`config.mk`:
```
export PLATFORM = sky130hd
export DESIGN_NAME = rkt_ctrl
export DESIGN_NICKNAME = d
export VERILOG_FILES = /design/src/rtl/rkt_pkg.sv /design/src/rtl/rkt_ctrl.sv
export SDC_FILE = /design/constraint.sdc
export NUM_CORES = 1
export LEC_CHECK = 0
export ABC_AREA = 1
export BUFFER_PORTS_ARGS = -buffer_cell sky130_fd_sc_hd__buf_2
export CAP_MARGIN = 20
export CORE_UTILIZATION = 31
export CTS_CLUSTER_DIAMETER = 40
export DETAILED_ROUTE_END_ITERATION = 8
export SLEW_MARGIN = 5
export SYNTH_ARGS = -nofsm -noshare
export SYNTH_HDL_FRONTEND = slang
export SYNTH_SLANG_ARGS = --single-unit
```
`constraint.sdc`:
```
create_clock -name clk_i -period 1.2 [get_ports clk_i]
set_input_delay 0 -clock clk_i [delete_from_list [all_inputs] [get_ports clk_i]]
set_output_delay 0 -clock clk_i [all_outputs]
set_load 0.02 [all_outputs]
```
`src/rtl/rkt_pkg.sv`:
```
// Shared types, codes and defaults for the recent key table.
`default_nettype none
package rkt_pkg;

  localparam int unsigned DEF_TABLE_DEPTH = 32;
  localparam int unsigned DEF_KEY_BITS    = 64;
  localparam int unsigned DEF_TIME_BITS   = 32;

  localparam int unsigned NOW_BITS   = 32;
  localparam int unsigned CFG_BITS   = 32;
  localparam int unsigned CAP_BITS   = 6;
  localparam int unsigned COUNT_BITS = 6;
  localparam int unsigned ORDER_BITS = 16;

  // register indexes
  localparam logic CFG_CAPACITY = 1'b0;
  localparam logic CFG_EXPIRY   = 1'b1;

  localparam logic [CAP_BITS-1:0] CAP_RESET    = 6'd32;
  localparam logic [CFG_BITS-1:0] EXPIRY_RESET = 32'd10000;

  // request actions
  localparam logic [1:0] ACT_ADD    = 2'd0;
  localparam logic [1:0] ACT_REMOVE = 2'd1;
  localparam logic [1:0] ACT_SWEEP  = 2'd2;
  localparam logic [1:0] ACT_FETCH  = 2'd3;

  // result status codes
  localparam logic [2:0] ST_ADDED     = 3'd0;
  localparam logic [2:0] ST_REFRESHED = 3'd1;
  localparam logic [2:0] ST_EVICTED   = 3'd2;
  localparam logic [2:0] ST_CLEARED   = 3'd3;
  localparam logic [2:0] ST_REMOVED   = 3'd4;
  localparam logic [2:0] ST_NOT_FOUND = 3'd5;
  localparam logic [2:0] ST_SWEPT     = 3'd6;
  localparam logic [2:0] ST_ENTRY     = 3'd7;

  typedef enum logic [3:0] {
    CMD_NONE,
    CMD_LOAD,
    CMD_CLEAR_ALL,
    CMD_REFRESH,
    CMD_VICTIM_STEP,
    CMD_EVICT,
    CMD_PLACE,
    CMD_REMOVE,
    CMD_SWEEP_STEP,
    CMD_SWEEP_DONE,
    CMD_FETCH_START,
    CMD_FETCH_STEP,
    CMD_FETCH_EMIT
  } dp_cmd_e;

  typedef struct packed {
    logic wd_trip;
    logic hit;
    logic empty;
    logic scan_last;
    logic last_pick;
  } dp_stat_t;

endpackage
`default_nettype wire

```
`src/rtl/rkt_ctrl.sv`:
```
// Sequencer for the recent key table: walks each request through its steps.
`default_nettype none
module rkt_ctrl
  import rkt_pkg::*;
(
  input  wire logic     clk_i,
  input  wire logic     rst_ni,
  input  wire logic     start_i,
  input  wire logic [1:0] action_i,
  input  wire dp_stat_t stat_i,
  output dp_cmd_e       cmd_o,
  output logic          busy_o
);

  localparam logic [3:0] S_IDLE       = 4'd0;
  localparam logic [3:0] S_ADD_CHK    = 4'd1;
  localparam logic [3:0] S_VICTIM     = 4'd2;
  localparam logic [3:0] S_EVICT      = 4'd3;
  localparam logic [3:0] S_PLACE      = 4'd4;
  localparam logic [3:0] S_REMOVE     = 4'd5;
  localparam logic [3:0] S_SWEEP      = 4'd6;
  localparam logic [3:0] S_SWEEP_DONE = 4'd7;
  localparam logic [3:0] S_FETCH_CHK  = 4'd8;
  localparam logic [3:0] S_FETCH_SCAN = 4'd9;
  localparam logic [3:0] S_FETCH_EMIT = 4'd10;

  logic [3:0] state_q, state_d;

  always_comb begin
    state_d = state_q;
    cmd_o   = CMD_NONE;
    case (state_q)
      S_IDLE: begin
        if (start_i) begin
          cmd_o = CMD_LOAD;
          case (action_i)
            ACT_ADD:    state_d = S_ADD_CHK;
            ACT_REMOVE: state_d = S_REMOVE;
            ACT_SWEEP:  state_d = S_SWEEP;
            default:    state_d = S_FETCH_CHK;
          endcase
        end
      end
      S_ADD_CHK: begin
        if (stat_i.wd_trip) begin
          cmd_o   = CMD_CLEAR_ALL;
          state_d = S_IDLE;
        end else if (stat_i.hit) begin
          cmd_o   = CMD_REFRESH;
          state_d = S_IDLE;
        end else begin
          state_d = S_VICTIM;
        end
      end
      S_VICTIM: begin
        cmd_o = CMD_VICTIM_STEP;
        if (stat_i.scan_last) state_d = S_EVICT;
      end
      S_EVICT: begin
        cmd_o   = CMD_EVICT;
        state_d = S_PLACE;
      end
      S_PLACE: begin
        cmd_o   = CMD_PLACE;
        state_d = S_IDLE;
      end
      S_REMOVE: begin
        cmd_o   = CMD_REMOVE;
        state_d = S_IDLE;
      end
      S_SWEEP: begin
        cmd_o = CMD_SWEEP_STEP;
        if (stat_i.scan_last) state_d = S_SWEEP_DONE;
      end
      S_SWEEP_DONE: begin
        cmd_o   = CMD_SWEEP_DONE;
        state_d = S_IDLE;
      end
      S_FETCH_CHK: begin
        cmd_o   = CMD_FETCH_START;
        state_d = stat_i.empty ? S_IDLE : S_FETCH_SCAN;
      end
      S_FETCH_SCAN: begin
        cmd_o = CMD_FETCH_STEP;
        if (stat_i.scan_last) state_d = S_FETCH_EMIT;
      end
      S_FETCH_EMIT: begin
        cmd_o   = CMD_FETCH_EMIT;
        state_d = stat_i.last_pick ? S_IDLE : S_FETCH_SCAN;
      end
      default: state_d = S_IDLE;
    endcase
  end

  always_ff @(posedge clk_i or negedge rst_ni) begin
    if (!rst_ni) begin
      state_q <= S_IDLE;
    end else begin
      state_q <= state_d;
    end
  end

  assign busy_o = (state_q != S_IDLE);

endmodule
`default_nettype wire

```
==> impl_summary.log <==
[metrics] width of the die: approximately 43 um
[metrics] level count of the clock H-tree: 1
[metrics] layout-stage area growth over the synthesis result: 66.0%
[metrics] final core utilization: between 50% and 60%
[metrics] Buffers on Ports: 14
[metrics] Min-Delay Path Class: primary input to asynchronous set/reset pin
[metrics] TritonRoute pass-1 iters: 4
[metrics] max reg flops: 4
[metrics] worst relative slew slack: 86.2%
[metrics] violations in the final reports: negative setup slack
[metrics] count of standard-cell rows: 14
[metrics] number of slew-limit violations in the final report: 0
[metrics] portion of the post-synthesis area used by sequential elements: approximately a fifth
[metrics] wire length of the first global-routing pass: between 2000 and 2500 um
[metrics] initial cell density of the core: between 30 and 40%
[metrics] die outline area: about 0.0018 mm2
[metrics] clock transition at the registers of the reported paths: around 0.040 ns
[metrics] registers with the highest flip-flop counts: state_q: 4 flops
[metrics] number of global-route vias before repair: between 500 and 600
[metrics] CTS Sinks: 4
[metrics] register with the most flip-flops: state_q
[metrics] number of instances in the synthesized netlist: 84
[metrics] layout cells sized above 1: 55.7%
[metrics] switching part of the total power: about half
[metrics] Max Fclk: 758 MHz
[metrics] final hold violations: 0
[metrics] synthesized area divided by synthesized cell count: about 6 um2
[metrics] Startpoint Class: flip-flop
[metrics] final layout net count: 131
[metrics] final worst-path setup slack: -0.120 ns
[metrics] number of fillers in the final layout: 140
[metrics] die height: approximately 43 um
[metrics] minimum clock period after layout: roughly 1.3 ns
[metrics] net switching power: between 1 and 1.5 mW
[metrics] pin count of the biggest net entering global routing: 6
[metrics] Internal: between 1 and 1.5 mW
[metrics] total global routing overflow: 0
[metrics] DRC violations left: 0
[metrics] Root Buffer Master: clkbuf_4
[metrics] count of boundary I/O pins: 15
[metrics] count of different cell masters after synthesis: 20
[metrics] Setup Crit Path Kind: flip-flop to primary output
[metrics] pin slew with the least headroom to its limit: 0.207 ns
[metrics] number of antenna violations at the first check in global routing: 0
[metrics] count of antenna-violating nets left after detailed routing: 0
[metrics] area of the core: between 0.0015 and 0.002 mm2
[metrics] clock power share: 7.4%
[metrics] detailed-route via count: roughly 630
[metrics] HPWL after DPL: ~960 um
[metrics] MaxCap Viol Count: 0
[metrics] Routed wire per std cell: approximately 9.7 um
[metrics] post-detailed-placement cell area: approximately 630 um2
[metrics] all-layer global routing usage: 15.2%
[metrics] total standard cell area after synthesis: between 500 and 600 um2
[metrics] result of the run: finished, violations left
[metrics] largest vdd supply drop: between 1 and 1.5 mV
[metrics] ratio of routed vias to standard cells: 4.82
[metrics] CP Capture Type: primary output
[metrics] total CTS buffers: 3
[metrics] CP max FO: 4
[metrics] power per cell area: roughly 2700 mW/mm2
[metrics] post-place setup slack: approximately 0.021 ns
[metrics] Max Root-Sink Buffers: 2
[metrics] relative contribution of sequential cells to total power: approximately 14%
[metrics] Setup Viol. Count Final: 8
[metrics] Post-Layout Inst Area: roughly 860 um2
[metrics] RePlAce Congestion: around 0.9
[metrics] wire length after detailed routing: about 1300 um
[metrics] register cell area after layout: 104 um2
[metrics] Syn Nets: 98
[metrics] RSZ-0062 raised after global routing: yes
[metrics] Antenna Diode Count: 0
[metrics] Synth Register Bits: 4
[metrics] area of the multi-input gates: between 400 and 500 um2
[metrics] TritonCTS clock tree: yes
[metrics] leakage: around 0.48 nW
[metrics] combinational power share: approximately four fifths
[metrics] most common cell after layout, fill and taps aside: nand2_1
[metrics] Final period util: 110%
[metrics] clock network latency to the later pin of the worst-skew pair: approximately 0.24 ns
[metrics] Initial DRC Count: 8
[metrics] required time of the critical path: between 1 and 1.5 ns
[metrics] summed negative setup slack over all endpoints: -0.660 ns
[metrics] count of synthesis-stage warnings from yosys: 0
[metrics] final worst clock skew: around 0.0028 ns
[metrics] most used cells in the layout excluding fill and tap cells: nand2_1, buf_4, nand2_2, buf_2
[metrics] critical path data arrival time: around 1.3 ns
cell usage after synthesis:
library cell | count | area share, %
a211oi_1 | 1 | 1.4
a21oi_4 | 1 | 3.1
buf_6 | 1 | 2.2
dfrtp_1 | 4 | 19
ha_1 | 4 | 9.6
inv_1 | 9 | 6.5
inv_2 | 5 | 3.6
nand2_1 | 31 | 22
nand2_2 | 3 | 3.6
nand2_4 | 1 | 2.2
nand3_1 | 5 | 4.8
nand3_2 | 1 | 1.9
nand3b_1 | 1 | 1.4
nand4_1 | 1 | 1.2
nor2_1 | 8 | 5.8
nor2_2 | 3 | 3.6
nor2_4 | 1 | 2.2
o2111ai_1 | 1 | 1.7
o21ai_0 | 2 | 1.9
o31ai_1 | 1 | 1.4
final cells by class:
class,count,share of cell area [%]
tap,16,2.32
inverter,14,6.68
clock buffer,3,2.61
multi-input combinational,65,48.9
sequential,4,12.0
timing repair buffer,29,27.4
final timing paths:
path / start / end / cells after the start / slack, ns
min in group clk_i: stat_i[1] / state_q[2] / 4 / 0.14
max in group asynchronous: rst_ni / state_q[1] / 2 / 0.97
max: state_q[0] / cmd_o[0] / 6 / -0.12
min reg2reg: state_q[2] / state_q[2] / 2 / 0.67
max reg2reg: state_q[0] / state_q[1] / 9 / -0.11
min: rst_ni / state_q[0] / 2 / 0.09
power by group through the flow:
stage / sequential [mW] / clock (mW) / combinational [mW]
2_1_floorplan: 0.268 / 0 / 0.901
3_3_place_gp: 0.287 / 0 / 1.21
3_5_place_dp: 0.291 / 0 / 1.20
4_1_cts: 0.308 / 0.168 / 1.45
5_1_grt: 0.335 / 0.179 / 1.98
6_report: 0.327 / 0.172 / 1.83
metal layers:
layer | wire length [um] | GRT usage, % | up-vias
li1 | - | - | 324
met1 | 540 | 17.4 | 281
met2 | 674 | 27.6 | 24
met3 | 43 | 1.28 | 3
met4 | 16 | 7.50 | 0
met5 | 0 | 0 | -
per-stage QoR:
stage	hold WS (ns)	cells	power (mW)
after floorplan	-0.296	84	1.17
after global placement	-0.192	117	1.50
after detailed placement	-0.192	117	1.49
after CTS	0.0986	128	1.93
after global routing	0.115	131	2.49
final	0.0924	131	2.33
logic make-up after synthesis:
| kind of cell | share of synthesized area [%] |
|---|---|
| simple gates | 49.2 |
| buf+inv | 12.3 |
| compound gates | 9.64 |
| flops | 19.3 |
| fa+ha+maj | 9.64 |
repair_timing:
item                       CTS  global route
setup endpoints to repair    4             8
hold endpoints to repair     4             0
setup buffers                7             3
pin swaps                    4             3
resized for setup           15            22
hold buffers                 1             0
worst max-delay path, stage by stage, from the launching register on:
cell	delay [ns]
dfrtp_2	0.46
inv_4	0.09
nor2_4	0.04
buf_4	0.13
nand2_1	0.07
o2111ai_2	0.11
buf_4	0.17
Power figures use the tool's default switching activity.
